===== src/pqdp_pkg.sv =====
`default_nettype none
// ----------------------------------------------------------------------------
// pqdp_pkg
// Shared types, constants and helpers for the packed quantized dot product.
// ----------------------------------------------------------------------------
package pqdp_pkg;

    // default parameter values
    localparam int ACT_WIDTH_DEF = 16;
    localparam int ACC_WIDTH_DEF = 48;

    // fixed geometry
    localparam int LANES      = 8;
    localparam int LANE_IDX_W = $clog2(LANES);
    localparam int Q_W        = 8;    // packed byte / widest field
    localparam int DIFF_W     = 18;   // (q << 8) - zero, signed
    localparam int ZERO_W     = 16;
    localparam int SCALE_W    = 24;
    localparam int MODE_W     = 2;
    localparam int OUT_W      = 32;

    // configuration port
    localparam int CFG_IDX_W  = 2;
    localparam int CFG_DATA_W = 24;

    localparam logic [CFG_IDX_W-1:0] REG_WIDTH_MODE   = 2'd0;
    localparam logic [CFG_IDX_W-1:0] REG_SCALE_FACTOR = 2'd1;
    localparam logic [CFG_IDX_W-1:0] REG_ZERO_OFFSET  = 2'd2;

    localparam logic [SCALE_W-1:0] SCALE_RESET = 24'h010000;  // 1.0
    localparam logic [ZERO_W-1:0]  ZERO_RESET  = 16'h0000;

    typedef enum logic [MODE_W-1:0] {
        W8 = 2'd0,
        W4 = 2'd1,
        W2 = 2'd2,
        W1 = 2'd3
    } t_width_mode;

    // handoff from the merge stage to the scaler
    typedef struct packed {
        logic valid;
        logic ovf;
    } t_job_ctl;

    // field k of the packed byte, zero extended
    function automatic logic [Q_W-1:0] field_of(input logic [Q_W-1:0] b,
                                                input t_width_mode m,
                                                input int unsigned k);
        logic [Q_W-1:0] f;
        unique case (m)
            W8: f = b;
            W4: f = {4'b0, 4'(b >> (k * 4))};
            W2: f = {6'b0, 2'(b >> (k * 2))};
            W1: f = {7'b0, 1'(b >> k)};
            default: f = b;
        endcase
        return f;
    endfunction

    // index of the highest lane in use
    function automatic logic [LANE_IDX_W-1:0] last_lane(input t_width_mode m);
        logic [LANE_IDX_W-1:0] l;
        unique case (m)
            W8: l = LANE_IDX_W'(0);
            W4: l = LANE_IDX_W'(1);
            W2: l = LANE_IDX_W'(3);
            W1: l = LANE_IDX_W'(7);
            default: l = LANE_IDX_W'(0);
        endcase
        return l;
    endfunction

endpackage
`default_nettype wire


===== src/pqdp_scale.sv =====
`default_nettype none
// ----------------------------------------------------------------------------
// pqdp_scale
// Output scaler: magnitude times scale in a low 32-bit half and a high half,
// round to nearest (ties away from zero), clamp to 32 bits, output register.
// ----------------------------------------------------------------------------
module pqdp_scale #(
    parameter int ACC_WIDTH = pqdp_pkg::ACC_WIDTH_DEF
) (
    input  wire                                 i_clk,
    input  wire                                 i_rst_n,
    input  pqdp_pkg::t_job_ctl                  i_job,
    input  wire  [ACC_WIDTH-1:0]                i_acc,
    input  wire  [pqdp_pkg::SCALE_W-1:0]        i_scale,
    output logic                                o_ready,
    input  wire                                 i_stall,
    output logic                                o_valid,
    output logic signed [pqdp_pkg::OUT_W-1:0]   o_dot_result,
    output logic                                o_saturated
);

    localparam int HW   = ACC_WIDTH - 32;
    localparam int HPW  = HW + pqdp_pkg::SCALE_W;
    localparam int LPW  = 32 + pqdp_pkg::SCALE_W;

    typedef enum logic [1:0] {
        S_IDLE,
        S_LO,
        S_HI,
        S_FIN
    } t_state;

    t_state                         r_state;
    logic                           r_neg;
    logic                           r_sat;
    logic [ACC_WIDTH-1:0]           r_mag;
    logic [LPW-1:0]                 r_lo_p;
    logic [HPW-1:0]                 r_hi_p;
    logic                           r_valid;
    logic [pqdp_pkg::OUT_W-1:0]     r_result;
    logic                           r_res_sat;

    logic [LPW:0]                   lo_rnd;
    logic [33:0]                    r_sum;
    logic [33:0]                    lim;
    logic                           hi_big;
    logic                           clamp;
    logic [pqdp_pkg::OUT_W-1:0]     mag_out;
    logic [pqdp_pkg::OUT_W-1:0]     n_result;

    assign o_ready = (r_state == S_IDLE) && (!r_valid || !i_stall);

    always_comb begin
        lo_rnd   = {1'b0, r_lo_p} + ((LPW+1)'(1) << 23);
        hi_big   = r_hi_p > (HPW'(1) << 24);
        r_sum    = {1'b0, r_hi_p[24:0], 8'h00} + {1'b0, lo_rnd[LPW:24]};
        lim      = r_neg ? 34'h080000000 : 34'h07FFFFFFF;
        clamp    = hi_big || (r_sum > lim);
        mag_out  = clamp ? lim[31:0] : r_sum[31:0];
        n_result = r_neg ? (32'h0 - mag_out) : mag_out;
    end

    always_ff @(posedge i_clk) begin
        if (!i_rst_n) begin
            r_state <= S_IDLE;
            r_valid <= 1'b0;
        end else begin
            if (r_valid && !i_stall) begin
                r_valid <= 1'b0;
            end
            unique case (r_state)
                S_IDLE: begin
                    if (i_job.valid && o_ready) begin
                        r_neg   <= i_acc[ACC_WIDTH-1];
                        r_mag   <= i_acc[ACC_WIDTH-1] ? (ACC_WIDTH'(0) - i_acc) : i_acc;
                        r_sat   <= i_job.ovf;
                        r_state <= S_LO;
                    end
                end
                S_LO: begin
                    r_lo_p  <= LPW'(r_mag[31:0] * i_scale);
                    r_state <= S_HI;
                end
                S_HI: begin
                    r_hi_p  <= HPW'(r_mag[ACC_WIDTH-1:32] * i_scale);
                    r_state <= S_FIN;
                end
                S_FIN: begin
                    r_result  <= n_result;
                    r_res_sat <= r_sat || clamp;
                    r_valid   <= 1'b1;
                    r_state   <= S_IDLE;
                end
                default: r_state <= S_IDLE;
            endcase
        end
    end

    assign o_valid      = r_valid;
    assign o_dot_result = $signed(r_result);
    assign o_saturated  = r_res_sat;

endmodule
`default_nettype wire

===== config.mk =====
export PLATFORM = sky130hd
export DESIGN_NAME = pqdp_scale
export DESIGN_NICKNAME = d
export VERILOG_FILES = /design/src/pqdp_pkg.sv /design/src/pqdp_scale.sv
export SDC_FILE = /design/constraint.sdc
export NUM_CORES = 2
export LEC_CHECK = 0
export ABC_CLOCK_PERIOD_IN_PS = 10100
export BUFFER_PORTS_ARGS = -buffer_cell sky130_fd_sc_hd__buf_2
export CORE_MARGIN = 2
export CORE_UTILIZATION = 65
export CTS_CLUSTER_SIZE = 16
export DETAILED_ROUTE_END_ITERATION = 12
export PLACE_DENSITY = 0.85
export RECOVER_POWER = 50
export SYNTH_ARGS = -nofsm -noshare
export SYNTH_HDL_FRONTEND = slang
export SYNTH_SLANG_ARGS = --single-unit

===== constraint.sdc =====
create_clock -name i_clk -period 10.1 [get_ports i_clk]
set_input_delay 1.01 -clock i_clk [delete_from_list [all_inputs] [get_ports i_clk]]
set_output_delay 1.01 -clock i_clk [all_outputs]
set_load 0.05 [all_outputs]

---- After elaboration in Yosys (flattened, before gate mapping) ----
Index checks and enable logic that the tools add are counted.
W data, S select, Z words.
cells by class
  muxes and demuxes ....................... 8
  reductions and logical operators ........ 14
  eq/ne operators ......................... 4
  $add $sub $neg .......................... 4
  order comparisons ....................... 2
  multiply operators ...................... 2
operators by type and width
  cell                      number
  $mux W32                  3
  $add A56 B24 Y57 const B  1
  $mul A32 B24 Y56          1
  $sub A1 B48 Y48 const A   1
  $mux W47                  1
  $gt A40 B25 Y1 const B    1
  $mul A16 B24 Y40          1
  $add A33 B33 Y34          1
  $gt A34 B32 Y1            1
  $sub A1 B32 Y32 const A   1
  $pmux W2 S4               1
  $reduce_and A2 Y1         3
  $eq A2 B2 Y1 const B      2
  $logic_and A1 B1 Y1       3
  $logic_or A1 B1 Y1        3
  $reduce_and A3 Y1         1
  $eq A2 B1 Y1 const B      1
  $logic_not A1 Y1          2
  $logic_not A2 Y1          1
  $mux W1                   2
  $mux W2                   1
  $ne A2 B1 Y1 const B      1
  $reduce_bool A2 Y1        1
word-level totals
  input bits .............................. 77
  register bits ........................... 182

---- Depth between registers and ports, before layout ----
  depth in word-level cells ............... 7
  depth in mapped cells ................... 38
  mapped depth without buffers ............ 35

---- Least setup slack after synthesis ----
Ideal clock, no wire load.
  kind .................................... input to register
  start point ............................. input i_scale[3] (netlist bit)
  end point ............................... register r_lo_p[55], data pin
  library setup time ...................... 260 ps
  cell stages on the path ................. 27
  arrival ................................. 7520 ps
  data required time ...................... 9840 ps
  slack ................................... 2320 ps
  cell sequence ........................... clkbuf_1 > clkbuf_1 > nand2_1 > fa_1 > inv_1 > fa_1 > fa_1 > inv_1 > fa_1 > inv_1 > fa_1 > inv_1 > fa_1 > inv_1 > fa_1 > ha_1 > clkbuf_1 > nand3_1 > o221ai_1 > o41ai_1 > nand2_1 > a41oi_1 > a31oi_1 > o41ai_1 > o21ai_0 > a21oi_1 > xnor2_1
on the way
  cells in the longest elaborated chain, start to end .. 1
RTL lines
  what                    line              RTL
  start: declaration      pqdp_scale.sv:14  input wire [pqdp_pkg::SCALE_W-1:0] i_scale,
  $mul A32 B24 Y56        pqdp_scale.sv:81  r_lo_p <= LPW'(r_mag[31:0] * i_scale);
  end signal: assignment  pqdp_scale.sv:81
  end: declaration        pqdp_scale.sv:37  logic [LPW-1:0] r_lo_p;
Every way passes these cells.
A chain may end at the register's enable or synchronous reset.

---- Final worst setup path ----
  start point ............................. register r_lo_p[26]
  end point ............................... register r_result, in the netlist o_dot_result[30], data pin
on the way
  cells in the longest elaborated chain, start to end .. 7
RTL lines
  what                    line              RTL
  $add A56 B24 Y57 (*)    pqdp_scale.sv:54  lo_rnd = {1'b0, r_lo_p} + ((LPW+1)'(1) << 23);
  $add A33 B33 Y34 (*)    pqdp_scale.sv:56  r_sum = {1'b0, r_hi_p[24:0], 8'h00} + {1'b0, lo_rnd[LPW:24]};
  $gt A34 B32 Y1          pqdp_scale.sv:58  clamp = hi_big || (r_sum > lim);
  $logic_or A1 B1 Y1      pqdp_scale.sv:58
  $mux W32 (*)            pqdp_scale.sv:59  mag_out = clamp ? lim[31:0] : r_sum[31:0];
  $sub A1 B32 Y32         pqdp_scale.sv:60  n_result = r_neg ? (32'h0 - mag_out) : mag_out;
  $mux W32 (*)            pqdp_scale.sv:60
  via n_result (one bit)  pqdp_scale.sv:49  logic [pqdp_pkg::OUT_W-1:0] n_result;
  end signal: assignment  pqdp_scale.sv:89  r_result <= n_result;
  end: declaration        pqdp_scale.sv:40  logic [pqdp_pkg::OUT_W-1:0] r_result;
Mark *: on every way through the listed nets, which the timed path passes. The rest lies on a longest branch.

==> results.yml <==
cells_and_area:
  final_area_mm2: 0.04677
  nNetsFinal: 6289
  postLayoutCoreUtil_pct: 68.31
  layout-drive-gt1-share_pct: 4.160
  final.fill_count: 5149
  syn_to_final_growth_pct: 4.076
logic_synthesis:
  syn-mean-instance-area_um2: 9.113
  async_flop_share_pct: 0
  yosys-top-cells-area: "fa_1, edfxtp_1, ha_1"
  synthDistinctLibCells: 81
  netlist_area_mm2: 0.04494
  synthMostInstantiatedCell: "inv_1"
  synthCells: 4931
  synth-edff-count: 156
  ys.flop_type: "edfxtp_1"
  synth_top_area_share_pct: 42.94
  syn_nets: 6329
  seq_area_frac_synth_pct: 10.56
  ys_warn_count: 0
  ys_ff_latch: 159
  synthTopCellsByCount: "inv_1, fa_1, nand2_1"
  yosys.area.top_type: "fa_1"
die:
  start_util_pct: 65.64
  core_mm2: 0.06847
  pin_count: 112
  die_width_um: 266.9
  die_h_um: 266.9
  rows: 96
  die_area_mm2: 0.07125
sta:
  fin_worst_skew_ns: 0.01584
  grt_setup_unrepaired: "no"
  max_freq_mhz: 109.6
  tightest_slew_ns: 2.992
  period_needed_ns: 9.120
  period_share_pct: 90.30
  final-setup-viol-count: 0
  slew_viol_final: 210
  worst_slack_ns: 0.9797
  timing.setup.tns_ns: 0
  hold_viol: 0
  max_slew_margin_pct: -99.46
routing:
  num_vias: 33980
  post_drt_via_cell_ratio: 5.871
  post-route-drc-count: 0
  wl_per_cell_um: 19.39
  drtIter0Drc: 3103
  ant_nets: 0
  routed_wl_um: 112200
  firstDrtPassIters: 6
grt:
  grt.busiest_layer: "met2"
  grt_overflow: 0
  grt_pass1_vias: 35740
  grt.met1_usage_pct: 42.70
  grt_max_degree: 70
  grt_pass1_wl_um: 182600
  gr-usage-all-layers_pct: 33.07
  antenna_found_initial: 3
  gr-usage-met2_pct: 53.20
  grt.met3_usage_pct: 9.936
cts:
  clk_latency_ns: 0.51
  clock_sinks: 159
  clk_pin_slew_ns: 0.07
  holdBufCountCts: 0
  cts_tree: "done"
  post_cts_buffers: 0
  clock_path_buffers: 2
  numCtsBuffers: 17
  root_buffer: "clkbuf_16"
  cts_resized: 0
  htreeDepth: 4
job:
  maxCapViolCount: 5
setup_path:
  r2r_slack_ns: 0.98
  path_buf_inv: 3
  crit_fanout: 48
  critPathMostFrequentCell: "nand4_1"
  critPathSlowestCell: "nor2_1"
  path_delay_family: "simple AND/OR/NAND/NOR gates"
  cp-end-kind: "flop"
  cp.arrival_ns: 9.37
  slowest_delay_ns: 0.74
  path_class: "reg -> reg"
  cp-start-kind: "flop"
  cp_data_required_time_ns: 10.35
run_status:
  violations: "max-capacitance violations, max-slew violations"
  status: "complete, but fails checks"
placed_design:
  dpl.hpwl_um: 89330
  dpl_cell_area_mm2: 0.04621
  place_congestion: 0.9306
  pre_cts_ws_ns: 1.153
  port_buffers: 111
hold_path:
  hold_path_class: "reg -> reg"
==> metal layers <==
metal | vias up | part of all wire (%)
met5 | - | 0.011
met4 | 2 | 3.6
met3 | 324 | 11
met2 | 1900 | 47
met1 | 16920 | 38
li1 | 14830 | -
==> cell type report <==
class | instances | area, um2 | share of cell area, %
Timing Repair Buffer | 181 | 1017 | 2.175
Tap cell | 882 | 1104 | 2.360
Sequential cell | 159 | 4745 | 10.14
Inverter | 1044 | 3919 | 8.379
Antenna cell | 2 | 5.005 | 0.01070
Clock inverter | 15 | 195.2 | 0.4173
Multi-Input combinational cell | 3488 | 35360 | 75.60
Clock buffer | 17 | 425.4 | 0.9096
==> state kept, by name (all words and copies together), names as in the netlist <==
signal / flops
o_dot_result: 32
o_saturated: 1
o_valid: 1
r_hi_p: 40
r_lo_p: 33
r_mag: 48
r_neg: 1
r_sat: 1
r_state: 2
==> per-stage QoR <==
step / std cells / hold slack (ns)
final: 5788 / 0.5105
after global routing: 5787 / 0.5471
after CTS: 5786 / 0.5114
after detailed placement: 5754 / 0.4936
after global placement: 5754 / 0.4864
after floorplan: 4931 / 0.4818
==> kinds of logic after synthesis <==
logic type / synth area share, %
simple gates: 16.91
fa+ha+maj: 52.88
buf+inv: 10.76
compound gates: 5.789
flops: 10.56
xor+xnor: 2.982
mux: 0.1142
==> path summary, 6_finish.rpt <==
path	startpoint	to	cells past startpoint
setup / recovery	r_lo_p[26]	o_dot_result[30]	31
hold / removal	r_sat	o_saturated	1
setup reg to reg	r_lo_p[26]	o_dot_result[30]	31
hold reg to reg	r_sat	o_saturated	1
==> cells in the final DEF, fill, tap and decap left out, drive strengths merged, types with 21 or more instances in the layout <==
cell type / count
nand3: 42
or3: 25
nor3: 46
buf: 138
a31oi: 21
nor4: 22
and2: 361
xor2: 30
o21ai: 58
nor2: 108
edfxtp: 156
inv: 1048
a21o: 56
fa: 964
o21a: 22
clkbuf: 60
nand2: 902
a21oi: 109
ha: 357
xnor2: 123
Power is left out: the tool's default activity adds up to more than one toggle a clock period on the data nets, which glitch-free logic cannot reach.
