--- src/pqdp_pkg.sv ---
`default_nettype none
// ----------------------------------------------------------------------------
// pqdp_pkg
// Shared types, constants and helpers for the packed quantized dot product.
// ----------------------------------------------------------------------------
package pqdp_pkg;

    // default parameter values
    localparam int ACT_WIDTH_DEF = 16;
    localparam int ACC_WIDTH_DEF = 48;

    // fixed geometry
    localparam int LANES      = 8;
    localparam int LANE_IDX_W = $clog2(LANES);
    localparam int Q_W        = 8;    // packed byte / widest field
    localparam int DIFF_W     = 18;   // (q << 8) - zero, signed
    localparam int ZERO_W     = 16;
    localparam int SCALE_W    = 24;
    localparam int MODE_W     = 2;
    localparam int OUT_W      = 32;

    // configuration port
    localparam int CFG_IDX_W  = 2;
    localparam int CFG_DATA_W = 24;

    localparam logic [CFG_IDX_W-1:0] REG_WIDTH_MODE   = 2'd0;
    localparam logic [CFG_IDX_W-1:0] REG_SCALE_FACTOR = 2'd1;
    localparam logic [CFG_IDX_W-1:0] REG_ZERO_OFFSET  = 2'd2;

    localparam logic [SCALE_W-1:0] SCALE_RESET = 24'h010000;  // 1.0
    localparam logic [ZERO_W-1:0]  ZERO_RESET  = 16'h0000;

    typedef enum logic [MODE_W-1:0] {
        W8 = 2'd0,
        W4 = 2'd1,
        W2 = 2'd2,
        W1 = 2'd3
    } t_width_mode;

    // handoff from the merge stage to the scaler
    typedef struct packed {
        logic valid;
        logic ovf;
    } t_job_ctl;

    // field k of the packed byte, zero extended
    function automatic logic [Q_W-1:0] field_of(input logic [Q_W-1:0] b,
                                                input t_width_mode m,
                                                input int unsigned k);
        logic [Q_W-1:0] f;
        unique case (m)
            W8: f = b;
            W4: f = {4'b0, 4'(b >> (k * 4))};
            W2: f = {6'b0, 2'(b >> (k * 2))};
            W1: f = {7'b0, 1'(b >> k)};
            default: f = b;
        endcase
        return f;
    endfunction

    // index of the highest lane in use
    function automatic logic [LANE_IDX_W-1:0] last_lane(input t_width_mode m);
        logic [LANE_IDX_W-1:0] l;
        unique case (m)
            W8: l = LANE_IDX_W'(0);
            W4: l = LANE_IDX_W'(1);
            W2: l = LANE_IDX_W'(3);
            W1: l = LANE_IDX_W'(7);
            default: l = LANE_IDX_W'(0);
        endcase
        return l;
    endfunction

endpackage
`default_nettype wire

--- src/pqdp_lane.sv ---
`default_nettype none
// ----------------------------------------------------------------------------
// pqdp_lane
// One lane: removes the zero point from a field and multiplies by its
// activation. The exact product (20 fraction bits) is registered.
// ----------------------------------------------------------------------------
module pqdp_lane #(
    parameter int ACT_WIDTH = pqdp_pkg::ACT_WIDTH_DEF
) (
    input  wire                                            i_clk,
    input  wire                                            i_load,
    input  wire  [pqdp_pkg::Q_W-1:0]                       i_q,
    input  wire  [pqdp_pkg::ZERO_W-1:0]                    i_zero,
    input  wire  signed [ACT_WIDTH-1:0]                    i_act,
    output logic signed [pqdp_pkg::DIFF_W+ACT_WIDTH-1:0]   o_prod
);

    localparam int PW = pqdp_pkg::DIFF_W + ACT_WIDTH;

    logic signed [pqdp_pkg::DIFF_W-1:0] diff;
    logic signed [PW-1:0]               n_prod;
    logic signed [PW-1:0]               r_prod;

    always_comb begin
        diff   = $signed({2'b00, i_q, 8'h00}) - $signed({2'b00, i_zero});
        n_prod = diff * i_act;
    end

    always_ff @(posedge i_clk) begin
        if (i_load) begin
            r_prod <= n_prod;
        end
    end

    assign o_prod = r_prod;

endmodule
`default_nettype wire

--- config.mk ---
export PLATFORM = sky130hd
export DESIGN_NAME = pqdp_lane
export DESIGN_NICKNAME = d
export VERILOG_FILES = /design/src/pqdp_pkg.sv /design/src/pqdp_lane.sv
export SDC_FILE = /design/constraint.sdc
export NUM_CORES = 1
export LEC_CHECK = 0
export BUFFER_PORTS_ARGS = -buffer_cell sky130_fd_sc_hd__buf_2
export CORE_ASPECT_RATIO = 0.75
export CORE_MARGIN = 2
export CORE_UTILIZATION = 40
export CTS_CLUSTER_SIZE = 40
export DETAILED_ROUTE_END_ITERATION = 10
export GPL_TIMING_DRIVEN = 0
export PLACE_DENSITY = 0.57
export SYNTH_ARGS = -nofsm -noshare
export SYNTH_HDL_FRONTEND = slang
export SYNTH_SLANG_ARGS = --single-unit
--- constraint.sdc ---
create_clock -name i_clk -period 10.25 [get_ports i_clk]
set_clock_uncertainty 0.1 [all_clocks]
set_input_delay 2.05 -clock i_clk [delete_from_list [all_inputs] [get_ports i_clk]]
set_output_delay 2.05 -clock i_clk [all_outputs]
set_load 0.02 [all_outputs]
==> Word-level counts from Yosys, hierarchy flattened <==
Cells that the tools add are included.
{ "totals": {"regBits": 34, "inputBits": 42, "out_inout_bits": 34, "elab_cells": 3} }
{ "classes": {"n_addsub": 1, "n_mul": 1} }
{ "op_table": {"columns": ["cell", "count"], "rows": [
  ["$mul A17 B16 Y33", 1],
  ["$sub A16 B16 Y17", 1]
]} }

==> Depth between registers and ports, before layout <==
Gate-level depths: netlist (run 1).
{ "depth": {"depth_word": 2, "ltp_mapped": 31, "ltp_nobuf": 29} }

==> Least setup slack after synthesis (run 1) <==
Ideal clock, no wire load.
{ "synth_path": {"path_type": "input-to-reg", "from": "input port i_zero[0] in the netlist's numbering", "to": "register r_prod[31], in the netlist o_prod[31], data pin", "setup_time_ns": 0.258, "arrival_ns": 8.691, "required_time_ns": 9.892, "setup_slack_ns": 1.201, "stages": 28, "path_buffers": 3, "path_cell_list": "clkbuf_1 -> inv_1 -> ha_1 -> a41oi_1 -> o21bai_1 -> a21oi_1 -> o21ai_1 -> o41ai_2 -> buf_2 -> nand2_1 -> fa_1 -> inv_1 -> fa_1 -> fa_1 -> fa_1 -> fa_1 -> inv_1 -> fa_1 -> inv_1 -> ha_1 -> clkbuf_1 -> a21oi_1 -> o21ai_0 -> a221oi_4 -> a31oi_2 -> a211o_1 -> a21oi_2 -> xnor2_1"} }
{ "synth_between": {"elab_chain_cells": 2} }
{ "synth_lines": {"columns": ["item", "line", "rtl"], "rows": [
  ["start, declared", "pqdp_lane.sv:13", "input wire [pqdp_pkg::ZERO_W-1:0] i_zero,"],
  ["$sub A16 B16 Y17", "pqdp_lane.sv:25", "diff = $signed({2'b00, i_q, 8'h00}) - $signed({2'b00, i_zero});"],
  ["$mul A17 B16 Y33", "pqdp_lane.sv:26", "n_prod = diff * i_act;"],
  ["named net n_prod[31]", "pqdp_lane.sv:21", "logic signed [PW-1:0] n_prod;"],
  ["end signal, assigned", "pqdp_lane.sv:31", "r_prod <= n_prod;"],
  ["end, declared", "pqdp_lane.sv:22", "logic signed [PW-1:0] r_prod;"]
]} }
The timed path passes the listed nets, and every way through them passes these cells.
A chain may end at the register's enable or synchronous reset.

==> Worst setup path in the final report (run 1) <==
Ends and elaborated chain as after synthesis.

==> impl_metrics.yaml, run 1 <==
cells_and_area:
  area_growth_pct: 9.09
  final_cell_mix: "344 x inv_1, 275 x fa_1, 169 x nand2_1"
  final_common_cell: "inv_1"
  largest_reg_flops: 33
  drive_gt1_share_pct: 8.25
  layout.nets: 1780
  n_fill_cell: 2894
global_routing:
  grt_first_pass_wirelength_um: 50900
  grtUsageTotal_pct: 21.4
  grt_pass1_vias: 9121
  grt_antenna_before_repair: 1
  overflow: 0
  grt_max_degree: 34
drt:
  drt-total-wl_um: 31000
  vias: 8534
  ant_nets: 0
  vias_per_cell: 4.84
  drt-pass1-iter-count: 5
  dr.first_iter.drc_count: 454
  drc: 0
  wl_per_cell_um: 17.6
sta:
  period_share_pct: 95.4
  min_period_ps: 9780
  hold_viol_final: 0
  setup_slack_ps: 474
  relSlewSlack_pct: 33.8
  setup-violations-final: 0
  fmax_mhz: 102
  rsz0062_at_grt: "false"
  finalMaxSlewViolations: 0
  worst_pin_slew_ps: 985
logic_synthesis:
  ys_seq_area_share_pct: 8.30
  synthSimpleGateAreaFrac_pct: 14.5
  synth_mux_area_share_pct: 0.168
  yosysTopAreaCellShare_pct: 46.3
  synth.distinct_cells: 53
  synth_top_area_cell: "fa_1"
  synth_xor_area_share_pct: 3.58
  synth_flop_cell: "edfxtp_1"
  synth.ff_latch_count: 33
  synth_area_leaders: "fa_1 46%, inv_1 11%, ha_1 9.7%, edfxtp_1 8.3%, and2_1 6.1%"
  yosysWarnings: 0
  synth_compound_area_share_pct: 5.16
  synth_area_mm2: 0.0119
  syn-instance-count: 1286
  synth_edf_count: 33
  synth_fp_nets: 1697
  syn_area_per_cell_um2: 9.29
  synth_top_family_by_area: "adder cells"
  synth_fa_ha_area_share_pct: 56.0
  postSynth.asyncResetShare_pct: 0
clocking:
  hold_buffers: 0
  htree_levels: 2
  root_buffer: "clkbuf_16"
  cts_tree: "yes"
  cts_buffer_depth: 2
  cts_buffers: 5
  cts_sinks: 33
  path_clk_slew_ps: 60
floorplanning:
  rows: 54
  die_h_um: 154
  die_area_mm2: 0.0313
  die_w_um: 204
  core_mm2: 0.0293
  start_util_pct: 40.8
  io_pins: 76
placement:
  post-dp-hpwl_um: 26900
  pre_cts_ws_ps: -1100
  gp_congestion: 0.922
  portBuffers: 72
setup_path:
  critPathLaunchType: "input pin"
  crit_arrival_ps: 9740
  crit_path_end: "o_prod[31]"
  crit_path_start: "i_zero[0]"
  crit_path_max_fanout: 18
  crit_required_ps: 10210
  crit_path_end_kind: "register"
  criticalPathCategory: "input pin to register"
flow_run:
  maxCapViolations: 0
min_path:
  hp-class: "input pin to register"
outcome:
  status: "finished, final reports clean"
==> worst min path at each step <==
stage	start	to	depth (start not counted)	slack, ps
after floorplan	i_load	o_prod[0]	0	2060
after global placement	i_act[0]	o_prod[0]	2	2360
after detailed placement	i_act[0]	o_prod[0]	2	2370
after CTS	i_act[0]	o_prod[0]	2	2040
after global routing	i_act[0]	o_prod[0]	2	2060
final	i_act[0]	o_prod[0]	2	2040
==> Yosys cell counts, types with 6 or more instances <==
cell type    n
clkbuf_1    32
inv_1      344
nand3_1     11
o21bai_1     7
inv_2        7
and2_1     116
xnor2_1     34
a21oi_1     23
edfxtp_1    33
nor2_1      29
o21ai_0      7
nor3_1       9
o21ai_1      8
nand2_1    169
xor2_1      13
and3_1       6
ha_1        93
a21o_1       6
fa_1       276
==> worst max-delay path, stage by stage <==
cell,delay (ps)
clkbuf_4,270
inv_1,100
ha_1,260
a41oi_1,170
o21bai_1,140
a21oi_1,230
o21ai_1,150
o41ai_4,390
buf_2,320
nand2_1,140
fa_1,720
inv_1,150
fa_1,600
fa_1,470
fa_1,510
fa_1,490
inv_1,50
fa_1,470
inv_1,40
ha_1,470
nand2_1,140
nor4_2,380
o211ai_2,270
a31oi_4,310
a211o_1,210
a21oi_2,70
xnor2_1,120
==> stage by stage <==
step	area [um^2]	hold slack, ps	util (%)	setup TNS [ps]	instances
3_3_place_gp	12800	2360	43.7	-6530	1750
3_5_place_dp	12800	2370	43.7	-6350	1750
2_1_floorplan	11900	2060	-	0	1286
4_1_cts	12900	2040	44.2	0	1756
5_1_grt	13000	2060	44.5	0	1761
6_report	13000	2040	44.5	0	1762
==> repair_timing <==
| action | in CTS | in global routing |
|---|---|---|
| resized for setup | 2 | 8 |
| endpoints found under the setup margin | 8 | 6 |
| buffers inserted | 0 | 6 |
| pin swaps | 0 | 3 |
==> layer usage <==
layer	up-vias	global-route usage (%)	routed length, um
met3	14	7.21	3090
met5	-	0	0
met2	267	30.2	12400
li1	3947	-	-
met1	4306	32.2	15300
met4	0	3.23	263
==> cell families after synthesis <==
kind of cell               count (synthesis)
buffers and inverters                    390
adders and majority gates                369
and+or+nand+nor                          357
AOI/OAI and AO/OA                         87
xor gates and xnor gates                  48
DFF                                       33
muxes                                      2
==> cell type report <==
type	instances	area, um^2	share of cell area, %
Clock inverter	1	3.75	0.0288
Sequential cell	33	991	7.60
Inverter	351	1320	10.1
Buffer	37	151	1.16
Clock buffer	6	129	0.989
Antenna cell	1	2.50	0.0192
Multi-Input combinational cell	863	9540	73.2
Timing Repair Buffer	78	408	3.13
Tap cell	392	490	3.76
Power of run 1 is not shown: default switching activity piles up to over one toggle a cycle in this logic, so the estimate is an artifact.
==> run 2: changes to the inputs <==
--- a/config.mk
+++ b/config.mk
@@ -5,14 +5,14 @@
 export SDC_FILE = /design/constraint.sdc
 export NUM_CORES = 1
 export LEC_CHECK = 0
-export BUFFER_PORTS_ARGS = -buffer_cell sky130_fd_sc_hd__buf_2
 export CORE_ASPECT_RATIO = 0.75
 export CORE_MARGIN = 2
 export CORE_UTILIZATION = 40
 export CTS_CLUSTER_SIZE = 40
 export DETAILED_ROUTE_END_ITERATION = 10
+export DONT_BUFFER_PORTS = 1
 export GPL_TIMING_DRIVEN = 0
-export PLACE_DENSITY = 0.57
+export PLACE_DENSITY = 0.55
 export SYNTH_ARGS = -nofsm -noshare
 export SYNTH_HDL_FRONTEND = slang
 export SYNTH_SLANG_ARGS = --single-unit
==> constraint.sdc (replaced) <==
create_clock -name i_clk -period 10.8 [get_ports i_clk]
set_clock_uncertainty 0.1 [all_clocks]
set_input_delay 2.16 -clock i_clk [delete_from_list [all_inputs] [get_ports i_clk]]
set_output_delay 2.16 -clock i_clk [all_outputs]
set_load 0.02 [all_outputs]
==> run 2 against run 1 <==
Setup slack gained 130 ps. First-iteration DRC count shrank 11%. Non-clock buffer count shrank 76. Wire length grew 0.63%. Global-route usage grew 0.17 points. Worst hold slack lost 190 ps. Critical path depth grew 1. Sequential share of layout area grew 0.23 points. Highest routed layer unchanged.
==> impl_metrics.yaml, run 2 (synthesis results as in run 1) <==
min_path:
  whs_path_depth: 0
  min_from: "i_load"
  hold_end: "o_prod[3]"
  hp-class: "input pin to register"
drt:
  wl_met2_um: 12500
  wl_met3_um: 2970
  routed.top_layer: "met4"
  vias: 8248
  drt-pass1-iter-count: 7
  ant_nets: 0
  vias_per_cell: 4.89
  drt-total-wl_um: 31200
  routedLengthMet1_um: 15300
  dr.first_iter.drc_count: 402
  drc: 0
  wl_per_cell_um: 18.5
clocking:
  cts_buffer_depth: 2
  cts_tree: "yes"
  root_buffer: "clkbuf_16"
  postCtsSetupRepairBufs: 0
  cts_buffers: 5
  path_clk_slew_ps: 70
  cts_sinks: 33
  htree_levels: 2
flow_run:
  maxCapViolations: 0
floorplanning:
  rows: 54
  start_util_pct: 40.8
  core_mm2: 0.0293
  die_area_mm2: 0.0313
  die_w_um: 204
  die_h_um: 154
  io_pins: 76
sta:
  rsz0062_at_grt: "false"
  fmax_mhz: 98.1
  worst_pin_slew_ps: 1090
  finalMaxSlewViolations: 0
  relSlewSlack_pct: 26.5
  min_period_ps: 10200
  period_share_pct: 94.4
  setup-violations-final: 0
  hold_viol_final: 0
global_routing:
  grt_pass1_vias: 8867
  grt_max_degree: 34
  grt_antenna_before_repair: 1
  grtUsageTotal_pct: 21.6
  overflow: 0
  grt_first_pass_wirelength_um: 50500
cells_and_area:
  n_fill_cell: 2891
  final_cell_mix: "344 x inv_1, 276 x fa_1, 169 x nand2_1"
  seqCellArea_um2: 991
  layout.nets: 1704
  instances_no_fill: 1686
  n_antenna_cell: 0
  largest_reg_flops: 33
  area_growth_pct: 5.86
  multiInputGateArea_mm2: 0.00950
  final_common_cell: "inv_1"
  drive_gt1_share_pct: 2.63
  fin_area_mm2: 0.0126
placement:
  portBuffers: 0
  post-dp-hpwl_um: 26500
  gp_congestion: 0.907
  placed_area_mm2: 0.0124
  dp_cells: 1678
setup_path:
  critPathLaunchType: "input pin"
  crit_path_max_fanout: 10
  crit_arrival_ps: 10160
  criticalPathCategory: "input pin to register"
  crit_required_ps: 10760
  crit_path_end_kind: "register"
outcome:
  status: "finished, final reports clean"
[run 2: repair_timing]
| action | CTS | global route |
|---|---|---|
| hold buffers | 0 | 0 |
| setup endpoints to repair | 1 | 6 |
| resized for setup | 1 | 3 |
| pin swaps | 0 | 0 |
[run 2: metal layers]
metal,up-vias,global-route usage [%]
met1,4157,31.7
li1,3793,-
met5,-,0
met3,25,7.61
met4,0,4.76
met2,273,30.4
[run 2: worst max path at each step]
stage	from	end	slack (ps)
finish	i_zero[0]	o_prod[31]	600
detailed placement	i_zero[0]	o_prod[31]	-360
global placement	i_zero[0]	o_prod[31]	-340
floorplan	i_zero[0]	o_prod[31]	1640
global route	i_zero[0]	o_prod[31]	60
CTS	i_zero[0]	o_prod[31]	140
[run 2: final cells by class]
class | count | area share (%)
inverters | 351 | 10.4
plain buffers | 39 | 1.25
flip-flops and latches | 33 | 7.84
clock inverters | 3 | 0.515
well taps | 392 | 3.88
multi-input cells | 863 | 75.1
clock buffers | 5 | 0.990
[run 2: critical path, stage by stage]
cell	delay, ps
clkbuf_2	290
inv_1	120
ha_1	270
a41oi_1	180
o21bai_1	110
a21oi_1	210
o21ai_1	150
o41ai_4	430
buf_2	340
nand2_1	150
fa_1	710
inv_1	150
fa_1	600
fa_1	470
fa_1	500
fa_1	490
inv_1	50
fa_1	470
inv_1	40
ha_1	250
clkbuf_1	360
nand2_1	160
nor4_2	420
o211ai_2	270
a31oi_2	380
a211o_1	240
a21oi_2	80
xnor2_1	120
[run 2: per-stage QoR]
stage	util, %	hold slack, ps	TNS (ps)	setup WS, ps
after floorplan	-	2170	0	1640
after global placement	42.5	2180	-633	-336
after detailed placement	42.5	2180	-710	-363
after CTS	43.2	1840	0	138
after global routing	43.2	1850	0	61.5
final	43.2	1860	0	604
Power of run 2 is left out for the same reason.
==> run 3: changes to the inputs <==
--- a/config.mk
+++ b/config.mk
@@ -6,13 +6,13 @@
 export NUM_CORES = 1
 export LEC_CHECK = 0
 export CORE_ASPECT_RATIO = 0.75
-export CORE_MARGIN = 2
-export CORE_UTILIZATION = 40
+export CORE_UTILIZATION = 50
+export CTS_CLUSTER_DIAMETER = 200
 export CTS_CLUSTER_SIZE = 40
 export DETAILED_ROUTE_END_ITERATION = 10
 export DONT_BUFFER_PORTS = 1
 export GPL_TIMING_DRIVEN = 0
-export PLACE_DENSITY = 0.55
+export PLACE_DENSITY = 0.66
 export SYNTH_ARGS = -nofsm -noshare
 export SYNTH_HDL_FRONTEND = slang
 export SYNTH_SLANG_ARGS = --single-unit
==> run 3 against run 2 <==
Critical path depth down 1. Non-clock buffer count unchanged. Final area down 1.4%. Cell count down 5.5%. Clock-buffer cell count up 1. First-iteration DRC count up 41%. Sequential cell count unchanged. Worst hold slack better by 16 ps. Utilization up 10 points. Fmax down 0.28%. Die area down 22%. Critical path type unchanged. Critical endpoint unchanged. Largest cell class unchanged.
==> impl_metrics.yaml, run 3 (synthesis results as in run 1) <==
floorplanning:
  die_h_um: 136
  die_w_um: 180
  die_area_mm2: 0.0245
  core_mm2: 0.0232
  io_pins: 76
  rows: 48
  start_util_pct: 51.4
min_path:
  hp-class: "input pin to register"
  min_from: "i_load"
  hold_end: "o_prod[3]"
  whs_path_depth: 0
setup_path:
  crit_arrival_ps: 10170
  crit_buf_inv: 6
  criticalPathCategory: "input pin to register"
  crit_path_end_kind: "register"
  crit_path_max_incr_delay_ps: 740
  crit_path_max_fanout: 10
  crit_required_ps: 10750
  cp_common_cell: "fa_1"
  cp_slowest_cell: "fa_1"
  crit_family: "adder cells"
  critPathLaunchType: "input pin"
sta:
  hold_viol_final: 0
  setup_slack_ps: 576
  finalMaxSlewViolations: 0
  relSlewSlack_pct: 35.1
  period_share_pct: 94.7
  min_period_ps: 10220
  fmax_mhz: 97.8
  setup-violations-final: 0
  worst_pin_slew_ps: 970
  rsz0062_at_grt: "false"
flow_run:
  maxCapViolations: 0
clocking:
  htree_levels: 2
  cts_buffers: 5
  path_clk_slew_ps: 60
  cts_sinks: 33
  hold_buffers: 0
  cts_tree: "yes"
  cts_buffer_depth: 2
  root_buffer: "clkbuf_16"
placement:
  portBuffers: 0
  gp_congestion: 0.964
  placed_area_mm2: 0.0123
  post-dp-hpwl_um: 25500
  dp_cells: 1586
  pre_cts_ws_ps: -195
cells_and_area:
  layout.nets: 1704
  drive_gt1_share_pct: 2.32
  final_cell_mix: "344 x inv_1, 276 x fa_1, 169 x nand2_1"
  largest_reg_flops: 33
  fin_area_mm2: 0.0125
  area_growth_pct: 4.36
  final_common_cell: "inv_1"
  final_util_pct: 53.6
  n_antenna_cell: 0
  instances_no_fill: 1593
drt:
  vias_per_cell: 5.26
  wl_per_cell_um: 18.7
  vias: 8375
  dr.first_iter.drc_count: 566
  drt-total-wl_um: 29700
  ant_nets: 0
  drc: 0
  drt-pass1-iter-count: 5
outcome:
  status: "finished, final reports clean"
global_routing:
  grt_pass1_vias: 8933
  grt_antenna_before_repair: 2
  overflow: 0
  grt_first_pass_wirelength_um: 48100
  grt_max_degree: 34
  grtUsageTotal_pct: 26.2
[run 3: cell types whose count changed in the layout (fill, tap and decap cells not counted)]
cell / delta
bufinv_16: -2
clkbuf_1: +1
clkinv_1: +1
clkinv_2: -1
nor4_1: +1
nor4_2: -1
[run 3: worst max path at each step]
stage          cells past startpoint  slack (ps)       from         end
3_5_place_dp                      28        -200  i_zero[0]  o_prod[31]
3_3_place_gp                      28        -140  i_zero[0]  o_prod[31]
4_1_cts                           27          90  i_zero[0]  o_prod[31]
5_1_grt                           28         110  i_zero[0]  o_prod[31]
2_1_floorplan                     28        1640  i_zero[0]  o_prod[31]
6_report                          27         580  i_zero[0]  o_prod[31]
[run 3: area by class of cell]
cell class                 count  area (um^2)
fill                        2134        10800
multi-input combinational    863         9490
inverter                     351         1320
sequential                    33          991
tap                          300          375
buffer                        39          158
clock buffer                   6          129
clock inverter                 1         3.75
[run 3: repair_timing]
item / in CTS / in global routing
setup endpoints to repair: 0 / 2
gates resized for setup: 0 / 3
buffers inserted: 0 / 0
[run 3: stage by stage]
| step | hold WS, ps | TNS [ps] |
|---|---|---|
| global placement | 2180 | -236 |
| detailed placement | 2180 | -364 |
| global route | 1870 | 0 |
| CTS | 1860 | 0 |
| floorplan | 2170 | 0 |
| finish | 1870 | 0 |
[run 3: routing by layer]
| layer | part of all wire [%] | up-vias | GRT usage [%] |
|---|---|---|---|
| met5 | 0 | - | 0 |
| li1 | - | 3804 | - |
| met3 | 11 | 31 | 9.78 |
| met1 | 46 | 4186 | 36.7 |
| met2 | 41 | 354 | 38.4 |
| met4 | 1.8 | 0 | 6.27 |
Power of run 3 is left out for the same reason.
